===== config.mk =====
export PLATFORM = sky130hd
export DESIGN_NAME = linked_list_pool_manager_top
export DESIGN_NICKNAME = d
export VERILOG_FILES = /design/src/sv/llpm_pkg.sv /design/src/sv/llpm_ctrl.sv /design/src/sv/llpm_datapath.sv /design/src/sv/linked_list_pool_manager_top.sv
export SDC_FILE = /design/constraint.sdc
export NUM_CORES = 2
export LEC_CHECK = 0
export BUFFER_PORTS_ARGS = -buffer_cell sky130_fd_sc_hd__buf_2
export CORE_ASPECT_RATIO = 1.2
export CORE_MARGIN = 1.5
export CORE_UTILIZATION = 55
export DETAILED_ROUTE_END_ITERATION = 6
export GPL_ROUTABILITY_DRIVEN = 0
export HOLD_SLACK_MARGIN = 0.02
export PLACE_DENSITY = 0.71
export REMOVE_ABC_BUFFERS = 1
export SLEW_MARGIN = 10
export SYNTH_ARGS = -nofsm -noshare
export SYNTH_HDL_FRONTEND = slang
export SYNTH_SLANG_ARGS = --single-unit

===== constraint.sdc =====
create_clock -name clk -period 14.32 [get_ports clk]
set_input_delay 0.716 -clock clk [delete_from_list [all_inputs] [get_ports clk]]
set_output_delay 0.716 -clock clk [all_outputs]
set_load 0.03 [all_outputs]

===== src/sv/llpm_pkg.sv =====
// Package for the linked list pool manager: sizes, request and status codes,
// controller states and the command/flag structs between controller and datapath.
// No dependencies.
`default_nettype none

package llpm_pkg;

  localparam int NumNodes = 64;
  localparam int NumLists = 4;
  localparam int NodeW    = 6;
  localparam int LinkW    = NodeW + 1;
  localparam int ListW    = 2;
  localparam int OwnW     = ListW + 1;
  localparam int CountW   = 7;
  localparam int InW      = 24;
  localparam int OutW     = 24;

  localparam logic [LinkW-1:0] NoNode = LinkW'(NumNodes);
  localparam logic [OwnW-1:0]  NoList = OwnW'(NumLists);

  typedef enum logic [1:0] {
    REQ_BUILD = 2'd0,
    REQ_MOVE  = 2'd1,
    REQ_ALLOC = 2'd2,
    REQ_NONE  = 2'd3
  } req_t;

  typedef enum logic [1:0] {
    ST_DONE  = 2'd0,
    ST_SAME  = 2'd1,
    ST_EMPTY = 2'd2,
    ST_BAD   = 2'd3
  } status_t;

  typedef enum logic [2:0] {
    S_IDLE,
    S_DEC,
    S_UNLINK,
    S_LINK1,
    S_LINK2,
    S_BUILD,
    S_DONE
  } state_t;

  typedef struct packed {
    logic ready;
    logic latch;
    logic dec;
    logic unlink;
    logic link1;
    logic link2;
    logic build;
    logic finish;
  } cmd_t;

  typedef struct packed {
    logic build_go;
    logic move_go;
    logic unlink_ok;
    logic build_last;
    logic out_free;
  } flag_t;

  function automatic logic is_node(input logic [LinkW-1:0] link);
    return link < NoNode;
  endfunction

endpackage

`default_nettype wire


===== src/sv/llpm_ctrl.sv =====
// Controller state machine for the linked list pool manager.
// Depends on llpm_pkg; drives the datapath through cmd_t, reads flag_t.
`default_nettype none

module llpm_ctrl (
  input  wire logic           clk,
  input  wire logic           rst,
  input  wire logic           s_tvalid,
  input  wire llpm_pkg::flag_t flag,
  output llpm_pkg::cmd_t      cmd
);

  llpm_pkg::state_t state, state_next;

  always_ff @(posedge clk) begin
    if (rst) begin
      state <= llpm_pkg::S_IDLE;
    end else begin
      state <= state_next;
    end
  end

  always_comb begin
    state_next = state;
    case (state)
      llpm_pkg::S_IDLE: begin
        if (s_tvalid) state_next = llpm_pkg::S_DEC;
      end
      llpm_pkg::S_DEC: begin
        if (flag.build_go) begin
          state_next = llpm_pkg::S_BUILD;
        end else if (flag.move_go) begin
          state_next = llpm_pkg::S_UNLINK;
        end else begin
          state_next = llpm_pkg::S_DONE;
        end
      end
      llpm_pkg::S_UNLINK: begin
        state_next = flag.unlink_ok ? llpm_pkg::S_LINK1 : llpm_pkg::S_DONE;
      end
      llpm_pkg::S_LINK1: state_next = llpm_pkg::S_LINK2;
      llpm_pkg::S_LINK2: state_next = llpm_pkg::S_DONE;
      llpm_pkg::S_BUILD: begin
        if (flag.build_last) state_next = llpm_pkg::S_DONE;
      end
      llpm_pkg::S_DONE: begin
        if (flag.out_free) state_next = llpm_pkg::S_IDLE;
      end
      default: state_next = llpm_pkg::S_IDLE;
    endcase
  end

  always_comb begin
    cmd        = '0;
    cmd.ready  = (state == llpm_pkg::S_IDLE);
    cmd.latch  = (state == llpm_pkg::S_IDLE) && s_tvalid;
    cmd.dec    = (state == llpm_pkg::S_DEC);
    cmd.unlink = (state == llpm_pkg::S_UNLINK);
    cmd.link1  = (state == llpm_pkg::S_LINK1);
    cmd.link2  = (state == llpm_pkg::S_LINK2);
    cmd.build  = (state == llpm_pkg::S_BUILD);
    cmd.finish = (state == llpm_pkg::S_DONE);
  end

endmodule

`default_nettype wire


===== src/sv/llpm_datapath.sv =====
// Datapath for the linked list pool manager: link and owner memories,
// list head/tail registers, request registers and the output register.
// Depends on llpm_pkg; driven by llpm_ctrl through cmd_t.
`default_nettype none

module llpm_datapath (
  input  wire logic                       clk,
  input  wire logic                       rst,
  input  wire logic [llpm_pkg::InW-1:0]   s_tdata,
  input  wire llpm_pkg::cmd_t             cmd,
  output llpm_pkg::flag_t                 flag,
  output logic                            m_tvalid,
  input  wire logic                       m_tready,
  output logic [llpm_pkg::OutW-1:0]       m_tdata
);

  localparam int NodeW = llpm_pkg::NodeW;
  localparam int LinkW = llpm_pkg::LinkW;
  localparam int ListW = llpm_pkg::ListW;
  localparam int OwnW  = llpm_pkg::OwnW;
  localparam int CountW = llpm_pkg::CountW;

  // request registers
  llpm_pkg::req_t    req_r;
  llpm_pkg::status_t stat_r;
  logic [ListW-1:0]  list_r;
  logic [ListW-1:0]  src_r;
  logic [NodeW-1:0]  node_r;
  logic [NodeW-1:0]  res_r;
  logic [CountW-1:0] cnt_r;
  logic              back_r;

  // build walk
  logic [NodeW-1:0]  cur_r;
  logic [CountW-1:0] rem_r;
  logic              first_r;

  // storage
  logic [LinkW-1:0] next_mem  [llpm_pkg::NumNodes];
  logic [LinkW-1:0] prev_mem  [llpm_pkg::NumNodes];
  logic [OwnW-1:0]  owner_mem [llpm_pkg::NumNodes];
  logic [llpm_pkg::NumNodes-1:0] owner_vld;
  logic [LinkW-1:0] head_of_list [llpm_pkg::NumLists];
  logic [LinkW-1:0] tail_of_list [llpm_pkg::NumLists];

  // read side
  logic [NodeW-1:0] rd_addr;
  logic [LinkW-1:0] nx_q, p_q;
  logic [OwnW-1:0]  own_q;
  logic             vld_q;

  // write side
  logic             nx_we, pv_we, ow_we;
  logic [NodeW-1:0] nx_wa, pv_wa, ow_wa;
  logic [LinkW-1:0] nx_wd, pv_wd;

  logic [LinkW-1:0] src_head, dst_head, dst_tail, node_link, cur_link;
  logic [OwnW-1:0]  own_eff;
  logic [ListW-1:0] own_idx;
  logic             dst_ok, src_ok, own_bad, own_same, build_bad, unlink_ok;
  logic [CountW:0]  build_sum;
  logic [LinkW-1:0] out_first, out_last;

  assign src_head  = head_of_list[src_r];
  assign dst_head  = head_of_list[list_r];
  assign dst_tail  = tail_of_list[list_r];
  assign node_link = {1'b0, node_r};
  assign cur_link  = {1'b0, cur_r};
  assign dst_ok    = {1'b0, list_r} < llpm_pkg::NoList;
  assign src_ok    = {1'b0, src_r} < llpm_pkg::NoList;
  assign build_sum = {2'b00, node_r} + {1'b0, cnt_r};
  assign build_bad = !dst_ok || (cnt_r == '0) ||
                     (build_sum > (CountW+1)'(llpm_pkg::NumNodes));
  assign own_eff   = vld_q ? own_q : llpm_pkg::NoList;
  assign own_idx   = own_eff[ListW-1:0];
  assign own_bad   = own_eff >= llpm_pkg::NoList;
  assign own_same  = own_eff == {1'b0, list_r};
  assign unlink_ok = !own_bad && !own_same;

  assign rd_addr = (cmd.dec && req_r == llpm_pkg::REQ_ALLOC) ?
                   src_head[NodeW-1:0] : node_r;

  always_comb begin
    flag            = '0;
    flag.build_go   = (req_r == llpm_pkg::REQ_BUILD) && !build_bad;
    flag.move_go    = ((req_r == llpm_pkg::REQ_MOVE) && dst_ok) ||
                      ((req_r == llpm_pkg::REQ_ALLOC) && dst_ok && src_ok &&
                       llpm_pkg::is_node(src_head));
    flag.unlink_ok  = unlink_ok;
    flag.build_last = (rem_r == CountW'(1));
    flag.out_free   = !m_tvalid || m_tready;
  end

  // memory reads
  always_ff @(posedge clk) begin
    nx_q  <= next_mem[rd_addr];
    p_q   <= prev_mem[rd_addr];
    own_q <= owner_mem[rd_addr];
    vld_q <= owner_vld[rd_addr];
  end

  // write port selection
  always_comb begin
    nx_we = 1'b0;
    nx_wa = node_r;
    nx_wd = llpm_pkg::NoNode;
    pv_we = 1'b0;
    pv_wa = node_r;
    pv_wd = llpm_pkg::NoNode;
    ow_we = 1'b0;
    ow_wa = node_r;
    if (cmd.unlink && unlink_ok) begin
      nx_we = llpm_pkg::is_node(p_q);
      nx_wa = p_q[NodeW-1:0];
      nx_wd = nx_q;
      pv_we = llpm_pkg::is_node(nx_q);
      pv_wa = nx_q[NodeW-1:0];
      pv_wd = p_q;
    end else if (cmd.link1) begin
      if (back_r) begin
        nx_we = llpm_pkg::is_node(dst_tail);
        nx_wa = dst_tail[NodeW-1:0];
        nx_wd = node_link;
        pv_we = 1'b1;
        pv_wd = llpm_pkg::is_node(dst_tail) ? dst_tail : llpm_pkg::NoNode;
      end else begin
        pv_we = llpm_pkg::is_node(dst_head);
        pv_wa = dst_head[NodeW-1:0];
        pv_wd = node_link;
        nx_we = 1'b1;
        nx_wd = llpm_pkg::is_node(dst_head) ? dst_head : llpm_pkg::NoNode;
      end
    end else if (cmd.link2) begin
      nx_we = back_r;
      pv_we = !back_r;
      ow_we = 1'b1;
    end else if (cmd.build) begin
      nx_we = 1'b1;
      nx_wa = cur_r;
      nx_wd = flag.build_last ? llpm_pkg::NoNode : cur_link + LinkW'(1);
      pv_we = 1'b1;
      pv_wa = cur_r;
      pv_wd = first_r ? llpm_pkg::NoNode : cur_link - LinkW'(1);
      ow_we = 1'b1;
      ow_wa = cur_r;
    end
  end

  always_ff @(posedge clk) begin
    if (nx_we) next_mem[nx_wa] <= nx_wd;
    if (pv_we) prev_mem[pv_wa] <= pv_wd;
    if (ow_we) owner_mem[ow_wa] <= {1'b0, list_r};
  end

  always_ff @(posedge clk) begin
    if (rst) begin
      owner_vld <= '0;
    end else if (ow_we) begin
      owner_vld[ow_wa] <= 1'b1;
    end
  end

  // list heads and tails
  always_ff @(posedge clk) begin
    if (rst) begin
      for (int i = 0; i < llpm_pkg::NumLists; i++) begin
        head_of_list[i] <= llpm_pkg::NoNode;
        tail_of_list[i] <= llpm_pkg::NoNode;
      end
    end else begin
      if (cmd.unlink && unlink_ok) begin
        if (head_of_list[own_idx] == node_link) begin
          head_of_list[own_idx] <= llpm_pkg::is_node(nx_q) ? nx_q : llpm_pkg::NoNode;
        end
        if (tail_of_list[own_idx] == node_link) begin
          tail_of_list[own_idx] <= llpm_pkg::is_node(p_q) ? p_q : llpm_pkg::NoNode;
        end
      end
      if (cmd.link2) begin
        if (back_r) begin
          tail_of_list[list_r] <= node_link;
          if (!llpm_pkg::is_node(dst_head)) head_of_list[list_r] <= node_link;
        end else begin
          head_of_list[list_r] <= node_link;
          if (!llpm_pkg::is_node(dst_tail)) tail_of_list[list_r] <= node_link;
        end
      end
      if (cmd.build && flag.build_last) begin
        head_of_list[list_r] <= node_link;
        tail_of_list[list_r] <= cur_link;
      end
    end
  end

  // request registers
  always_ff @(posedge clk) begin
    if (cmd.latch) begin
      req_r  <= llpm_pkg::req_t'(s_tdata[1:0]);
      list_r <= s_tdata[3:2];
      src_r  <= s_tdata[5:4];
      node_r <= s_tdata[11:6];
      res_r  <= s_tdata[11:6];
      cnt_r  <= s_tdata[18:12];
      back_r <= s_tdata[19];
    end
    if (cmd.dec) begin
      case (req_r)
        llpm_pkg::REQ_BUILD: begin
          stat_r  <= build_bad ? llpm_pkg::ST_BAD : llpm_pkg::ST_DONE;
          cur_r   <= node_r;
          rem_r   <= cnt_r;
          first_r <= 1'b1;
        end
        llpm_pkg::REQ_MOVE: begin
          stat_r <= dst_ok ? llpm_pkg::ST_DONE : llpm_pkg::ST_BAD;
        end
        llpm_pkg::REQ_ALLOC: begin
          if (!dst_ok || !src_ok) begin
            stat_r <= llpm_pkg::ST_BAD;
            res_r  <= '0;
          end else if (!llpm_pkg::is_node(src_head)) begin
            stat_r <= llpm_pkg::ST_EMPTY;
            res_r  <= '0;
          end else begin
            stat_r <= llpm_pkg::ST_DONE;
            node_r <= src_head[NodeW-1:0];
            res_r  <= src_head[NodeW-1:0];
          end
        end
        default: stat_r <= llpm_pkg::ST_BAD;
      endcase
    end
    if (cmd.unlink) begin
      stat_r <= own_bad  ? llpm_pkg::ST_BAD :
                own_same ? llpm_pkg::ST_SAME : llpm_pkg::ST_DONE;
    end
    if (cmd.build) begin
      cur_r   <= cur_r + NodeW'(1);
      rem_r   <= rem_r - CountW'(1);
      first_r <= 1'b0;
    end
  end

  // output register
  assign out_first = (dst_ok && llpm_pkg::is_node(dst_head)) ? dst_head : llpm_pkg::NoNode;
  assign out_last  = (dst_ok && llpm_pkg::is_node(dst_tail)) ? dst_tail : llpm_pkg::NoNode;

  always_ff @(posedge clk) begin
    if (rst) begin
      m_tvalid <= 1'b0;
    end else if (cmd.finish && flag.out_free) begin
      m_tvalid <= 1'b1;
    end else if (m_tready) begin
      m_tvalid <= 1'b0;
    end
  end

  always_ff @(posedge clk) begin
    if (cmd.finish && flag.out_free) begin
      m_tdata <= {2'b00, out_last, out_first, res_r, stat_r};
    end
  end

endmodule

`default_nettype wire


===== src/sv/linked_list_pool_manager_top.sv =====
// Top level of the linked list pool manager: controller plus datapath.
// Steps: move/allocate go decode, unlink, link1, link2, done; build goes decode, then
// build for each node, then done; rejected requests leave decode or unlink for done.
// One item in flight: s_tready is high only in idle; done waits for a free output.
// Reset (rst, synchronous): lists empty, all nodes unowned, output empty; links undefined.
`default_nettype none

module linked_list_pool_manager_top (
  input  wire logic                     clk,
  input  wire logic                     rst,
  input  wire logic                     s_tvalid,
  output logic                          s_tready,
  // req_type[1:0], list_id[3:2], src_list[5:4], node_index[11:6],
  // node_count[18:12], at_back[19], zero[23:20]
  input  wire logic [llpm_pkg::InW-1:0] s_tdata,
  output logic                          m_tvalid,
  input  wire logic                     m_tready,
  // status[1:0], result_node[7:2], dest_first[14:8], dest_last[21:15], zero[23:22]
  output logic [llpm_pkg::OutW-1:0]     m_tdata
);

  llpm_pkg::cmd_t  cmd;
  llpm_pkg::flag_t flag;

  llpm_ctrl u_ctrl (
    .clk      (clk),
    .rst      (rst),
    .s_tvalid (s_tvalid),
    .flag     (flag),
    .cmd      (cmd)
  );

  llpm_datapath u_datapath (
    .clk      (clk),
    .rst      (rst),
    .s_tdata  (s_tdata),
    .cmd      (cmd),
    .flag     (flag),
    .m_tvalid (m_tvalid),
    .m_tready (m_tready),
    .m_tdata  (m_tdata)
  );

  assign s_tready = cmd.ready;

  a_one_in_flight: assert property (@(posedge clk) disable iff (rst)
    s_tvalid && s_tready |=> !s_tready)
    else $error("item accepted while another is in flight");

  a_one_write_cmd: assert property (@(posedge clk) disable iff (rst)
    $onehot0({cmd.unlink, cmd.link1, cmd.link2, cmd.build, cmd.dec, cmd.finish}))
    else $error("controller issued overlapping commands");

  a_result_loaded: assert property (@(posedge clk) disable iff (rst)
    cmd.finish && flag.out_free |=> m_tvalid && s_tready)
    else $error("finished item not presented");

  a_link_after_unlink: assert property (@(posedge clk) disable iff (rst)
    cmd.link1 |-> $past(cmd.unlink) && $past(flag.unlink_ok))
    else $error("link step without a checked unlink");

endmodule

`default_nettype wire

# Word-level counts from Yosys, hierarchy flattened
# Memory sizes are Yosys's and may differ from the RTL's. A register that Yosys moved wholly into a read port is not among the register bits.
# Index checks and enable logic that the tools add are counted.
[word_totals]
ff_bits = 136
ramBits = 1080
inputBits = 28
output_inout_bits = 26
memories = 5
[mem_list]
columns = ["memory", "depth", "width", "rd", "rd_ports_with_merged_regs", "write_ports", "line_no", "source"]
rows = [
  ["u_datapath.next_mem", 64, 7, 1, 1, 1, "llpm_datapath.sv:39", "logic [LinkW-1:0] next_mem [llpm_pkg::NumNodes];"],
  ["u_datapath.prev_mem", 64, 7, 1, 1, 1, "llpm_datapath.sv:40", "logic [LinkW-1:0] prev_mem [llpm_pkg::NumNodes];"],
  ["u_datapath.owner_mem", 64, 2, 1, 1, 1, "llpm_datapath.sv:41", "logic [OwnW-1:0] owner_mem [llpm_pkg::NumNodes];"],
  ["u_datapath.head_of_list", 4, 7, 3, 2, 4, "llpm_datapath.sv:43", "logic [LinkW-1:0] head_of_list [llpm_pkg::NumLists];"],
  ["u_datapath.tail_of_list", 4, 7, 2, 1, 4, "llpm_datapath.sv:44", "logic [LinkW-1:0] tail_of_list [llpm_pkg::NumLists];"],
]
[classes]
n_addsub = 5
magnitude_cmp = 10
n_eq_ne = 15
n_mux = 130
bitwise_logic = 5
n_reduce_logical = 31
[ops]
columns = ["op", "n"]
rows = [
  ["two-way mux 7 bit", 27],
  ["two-way mux 6 bit", 22],
  ["OR 64 bit", 1],
  ["two-way mux 1 bit", 58],
  ["less-than comparator 7 bit (second input constant)", 5],
  ["OR reduction 7 bit", 4],
  ["two-way mux 2 bit", 12],
  ["two-way mux 3 bit", 7],
  ["one-hot mux 3 bit (7 select lines)", 1],
  ["equality test 7 x 6 -> 1 bit", 2],
  ["less-than comparator 6 x 7 -> 1 bit (second input constant)", 2],
  ["equality test 3 bit (second input constant)", 3],
  ["logical AND 1 bit", 9],
  ["adder 6 x 7 -> 8 bit", 1],
  ["> comparator 8 x 7 -> 1 bit (second input constant)", 1],
  ["nonzero test 2 bit", 4],
  ["adder 6 x 1 -> 7 bit (second input constant)", 1],
  ["equality test 7 x 1 -> 1 bit (second input constant)", 1],
  ["zero test 7 bit", 1],
  ["subtractor 6 x 1 -> 7 bit (second input constant)", 1],
  ["subtractor 7 x 1 -> 7 bit (second input constant)", 1],
  ["adder 6 x 1 -> 6 bit (second input constant)", 1],
  ["binary-select mux 1 bit (select 6 bit)", 1],
  ["demux 1 bit (select 6 bit)", 1],
  ["16 further kinds", 29],
]

# Logic depth before layout (Yosys ltp)
[logic_depth]
word_depth = 11
ltp_mapped = 12
ltp_nobuf = 12

# Hierarchy
# Synthesis repeated with hierarchy kept, for this count alone.
[hier_totals]
hier_cells = 4272
area_unflattened_um2 = 52435.3
[modules_own_cells]
columns = ["mod", "instances", "cells_per_inst", "area_per_inst_um2"]
rows = [
  ["llpm_datapath", 1, 4241, 52187.6],
  ["llpm_ctrl", 1, 31, 247.7],
]

# Least setup slack after synthesis
# OpenSTA, ideal clock, no wires.
[synth_path]
path_kind = "register -> register"
start = "register u_ctrl.state[1]"
end = "memory u_datapath.prev_mem[0][0] (netlist name), data pin"
setup_time_ns = 1.008
t_arrival_ns = 5.181
required_time_ns = 13.312
path_slack_ns = 8.130
stages_incl_launch_ff = 5
path_cell_list = "dfxtp_1 > nand2b_1 > or3_1 > clkbuf_1 > o311ai_0"
[synth_via]
elab_chain_len = 5
elab_cells_between_ends = 9
cone_classes = "eq/ne (4); mux (4); reduce/logical (1)"
[synth_lines]
columns = ["element", "line_no", "source"]
rows = [
  ["start, declared", "llpm_ctrl.sv:13", "llpm_pkg::state_t state, state_next;"],
  ["start signal, assigned", "llpm_ctrl.sv:17", "state <= llpm_pkg::S_IDLE;"],
  ["start signal, assigned", "llpm_ctrl.sv:19", "state <= state_next;"],
  ["equality test 3 bit", "llpm_ctrl.sv:61", "cmd.build = (state == llpm_pkg::S_BUILD);"],
  ["two-way mux 7 bit", "llpm_datapath.sv:137", "end else if (cmd.build) begin"],
  ["two-way mux 7 bit", "llpm_datapath.sv:133", "end else if (cmd.link2) begin"],
  ["two-way mux 7 bit", "llpm_datapath.sv:119", "end else if (cmd.link1) begin"],
  ["two-way mux 7 bit (*)", "llpm_datapath.sv:112", "if (cmd.unlink && unlink_ok) begin"],
  ["named net u_datapath.pv_wd[0]", "llpm_datapath.sv:55", "logic [LinkW-1:0] nx_wd, pv_wd;"],
  ["end, declared", "llpm_datapath.sv:40", ""],
]
# The timed path passes the listed nets; every way through them passes the cells marked *.

==> reports/results.ini <==
[synthesis]
avgSynthCellArea_um2 = 11.9
synth-edff-count = 1131
yosysUniqueCellTypes = 66
synth.area.top_cells = edfxtp_1 67%, nand2_1 8.6%, dfxtp_1 4.0%
ys_async_sr_fraction = 0
synth-seq-cells = 1233
syn_area_mm2 = 0.0509
yosysTopAreaCell = edfxtp_1
yosysSeqAreaShare = 0.707
ys.flop_type = edfxtp_1
ys_warn_count = 0
syn_inst = 4286
synth_top_cell_area_share = 0.667

[global_routing]
grt_max_degree = 201
grtUsageMet3 = 0.0459
grt_pass1_vias = 32100
grt_overflow = 0
busiest_layer = met2
grt_pass1_wl_um = 191000
use_met1 = 0.342
grt_usage = 0.270
antenna_found_initial = 0
groute.layer.met2.usage = 0.457

[cts]
cts_htree_levels = 3
cts_buffers = 113
cts_setup_buffers = 0
cts_tree = yes
clk_path_buf_depth = 3
clk_pin_slew_ns = 0.06
clock-sinks = 1233
clk_latency_ns = 0.69
cts-root-buf = clkbuf_16
holdBufCountCts = 0
postCtsResizedCells = 0

[flow_run]
maxCapViolCount = 0

[pwr]
power_frac_seq = 0.390
netSwitchingPower_mw = 4.47
power.density_mw_per_mm2 = 208
p_int_mw = 7.16
clkPwrFrac = 0.262
leakage_nw = 18.7
switching_share = 0.384
ir_drop_uv = 134
comb_power_share = 0.348
power.total_mw = 11.6

[sta]
grt_setup_unrepaired = no
drv_slew = 0
skew_ns = 0.0255
min_period_over_period = 0.335
max_slew.worst_pin.slew_ns = 1.26
final-hold-violation-count = 0
period_needed_ns = 4.79
setup_viol = 0
fin_setup_tns_ns = 0
clock.fmax_mhz = 209
max_slew_margin = 0.152

[floorplan]
chipWidth_um = 281
dieArea_mm2 = 0.0944
die_h_um = 336
initial_utilization = 0.553
coreArea_mm2 = 0.0920
io_pins = 54
rows = 122

[outcome]
status = complete, no violations

[finish]
synthToLayoutAreaGrowth_pct = 9.89
multi_input_area_mm2 = 0.0139
n_fill_cell = 6993
drive_above_1_share = 0.0779
n_antenna_cell = 0
nets = 4268
ff_latch_area_mm2 = 0.0360
fin_area_mm2 = 0.0560

[route]
drtPass1Iterations = 7
vias = 34000
vias_per_cell = 6.11
drt_iter0_markers = 3851
finalWirelength_um = 129000
drc_errors = 0
routedWlPerCell_um = 23.1
ant_nets = 0

[min_path]
hold_path_class = in -> reg

[worst_setup_path]
critPathKind = reg -> reg
critPathCaptureType = register
crit_required_ns = 14.90
startpoint_type = register
arrival_ns = 5.37
worstPathMaxFanout = 72

[place]
dpl-instance-area_mm2 = 0.0522
dpl.hpwl_um = 75400
port_buffers = 47

-- logic make-up after synthesis --
kind of cell,count (synthesis),synth area share
simple gates,2162,0.181
mux,51,0.0154
compound gates,499,0.0655
xor+xnor,30,0.00516
fa+ha+maj,11,0.00285
flops,1233,0.707
buf+inv,299,0.0234
other cells,1,0.0000736
-- Yosys cell counts, drive strengths merged, types with 9 or more instances --
cell,number
and4,18
nand2b,15
nor3,16
o21ai,50
a22oi,40
mux4,21
nand2,1161
clkbuf,215
edfxtp,1131
nor2,426
nor2b,27
a31oi,81
xor2,15
nand3,355
o21a,11
nand4,103
xnor2,15
buf,55
inv,28
a32oi,102
dfxtp,102
and2,11
a22o,9
mux2i,22
and3,9
a21o,9
a21oi,149
ha,10
-- critical path, cell delays in order (launching register included) --
cell and delay, ns:
dfxtp_1 0.65, mux4_2 0.59, nand2_1 0.20, and2_4 0.60
buf_4 0.79, buf_4 0.81, a32oi_1 0.26, a22oi_1 0.37
nand3_1 0.16, and4_1 0.21
-- path summary, 6_finish.rpt --
check                        from               endpoint  slack, ns  cells past startpoint
max reg2reg              register      u_datapath.p_q[5]       9.53                      9
max                      register      u_datapath.p_q[5]       9.53                      9
min                   s_tdata[16]    u_datapath.cnt_r[4]       0.20                      1
min reg2reg  u_datapath.stat_r[0]  u_datapath.m_tdata[0]       0.43                      0
-- power groups by stage --
stage | registers (mW) | logic [mW] | clock network [mW]
2_1_floorplan | 4.57 | 3.09 | 0
3_5_place_dp | 4.60 | 3.98 | 0
4_1_cts | 4.52 | 4.00 | 3.08
3_3_place_gp | 4.59 | 3.92 | 0
5_1_grt | 4.54 | 4.34 | 3.21
6_report | 4.53 | 4.05 | 3.05
-- sequential cells by signal, summed over array words and instances, names as in the netlist, 22 cells and up, named ones only --
| signal | flops |
|---|---|
| u_datapath.m_tdata | 22 |
| u_datapath.next_mem | 448 |
| u_datapath.head_of_list | 28 |
| u_datapath.owner_vld | 64 |
| u_datapath.prev_mem | 448 |
| u_datapath.tail_of_list | 28 |
| u_datapath.owner_mem | 128 |
-- placed cells by master, fill, tap and decap left out, types with 8 or more instances in the layout --
| cell type | synthesis | routed |
|---|---|---|
| and3_1 | 9 | 9 |
| nand4_1 | 103 | 103 |
| clkbuf_16 | 0 | 116 |
| a21o_1 | 9 | 9 |
| a32oi_1 | 102 | 102 |
| nor2_2 | 6 | 8 |
| ha_1 | 10 | 10 |
| nor2b_1 | 27 | 24 |
| xnor2_1 | 15 | 15 |
| a22oi_1 | 39 | 39 |
| a22o_1 | 9 | 9 |
| dfxtp_1 | 102 | 102 |
| a31oi_1 | 81 | 80 |
| clkbuf_1 | 215 | 20 |
| nor2_1 | 420 | 415 |
| nand3_1 | 354 | 354 |
| a21oi_1 | 149 | 148 |
| o21a_2 | 0 | 8 |
| nor3_1 | 15 | 15 |
| and2_1 | 10 | 8 |
| clkinv_2 | 0 | 22 |
| xor2_1 | 15 | 15 |
| mux4_2 | 21 | 21 |
| a211oi_1 | 8 | 8 |
| clkinv_1 | 1 | 25 |
| edfxtp_1 | 1131 | 1131 |
| o221ai_1 | 8 | 8 |
| o21ai_0 | 48 | 48 |
| bufinv_16 | 0 | 14 |
| mux2i_1 | 22 | 21 |
| nand2b_1 | 15 | 15 |
| inv_1 | 27 | 27 |
| nand2_1 | 1161 | 1157 |
| buf_4 | 2 | 46 |
| and4_1 | 18 | 18 |
| buf_2 | 36 | 47 |
| mux2_2 | 8 | 8 |
-- through the flow --
step | utilization | setup slack (ns) | hold slack, ns | instances
after floorplan | - | 2.15 | 0.400 | 4017
after global placement | 0.567 | 9.62 | 0.406 | 5354
after detailed placement | 0.567 | 9.52 | 0.415 | 5354
after CTS | 0.608 | 9.49 | 0.162 | 5564
after global routing | 0.608 | 9.32 | 0.183 | 5564
final | 0.608 | 9.53 | 0.201 | 5564
-- area by class of cell --
type                    count  area share
flip-flops and latches   1233       0.643
multi-input cells        2755       0.248
clock buffers             142      0.0547
well taps                1240      0.0277
clock inverters            68      0.0124
repair buffers             97      0.0118
inverters                  29     0.00194
-- per-layer routing --
| layer | wire [um] | part of all wire |
|---|---|---|
| met1 | 48000 | 0.37 |
| met2 | 63800 | 0.50 |
| met3 | 11400 | 0.089 |
| met4 | 5630 | 0.044 |
| met5 | 0 | 0 |
Power figures use the tool's default switching activity.
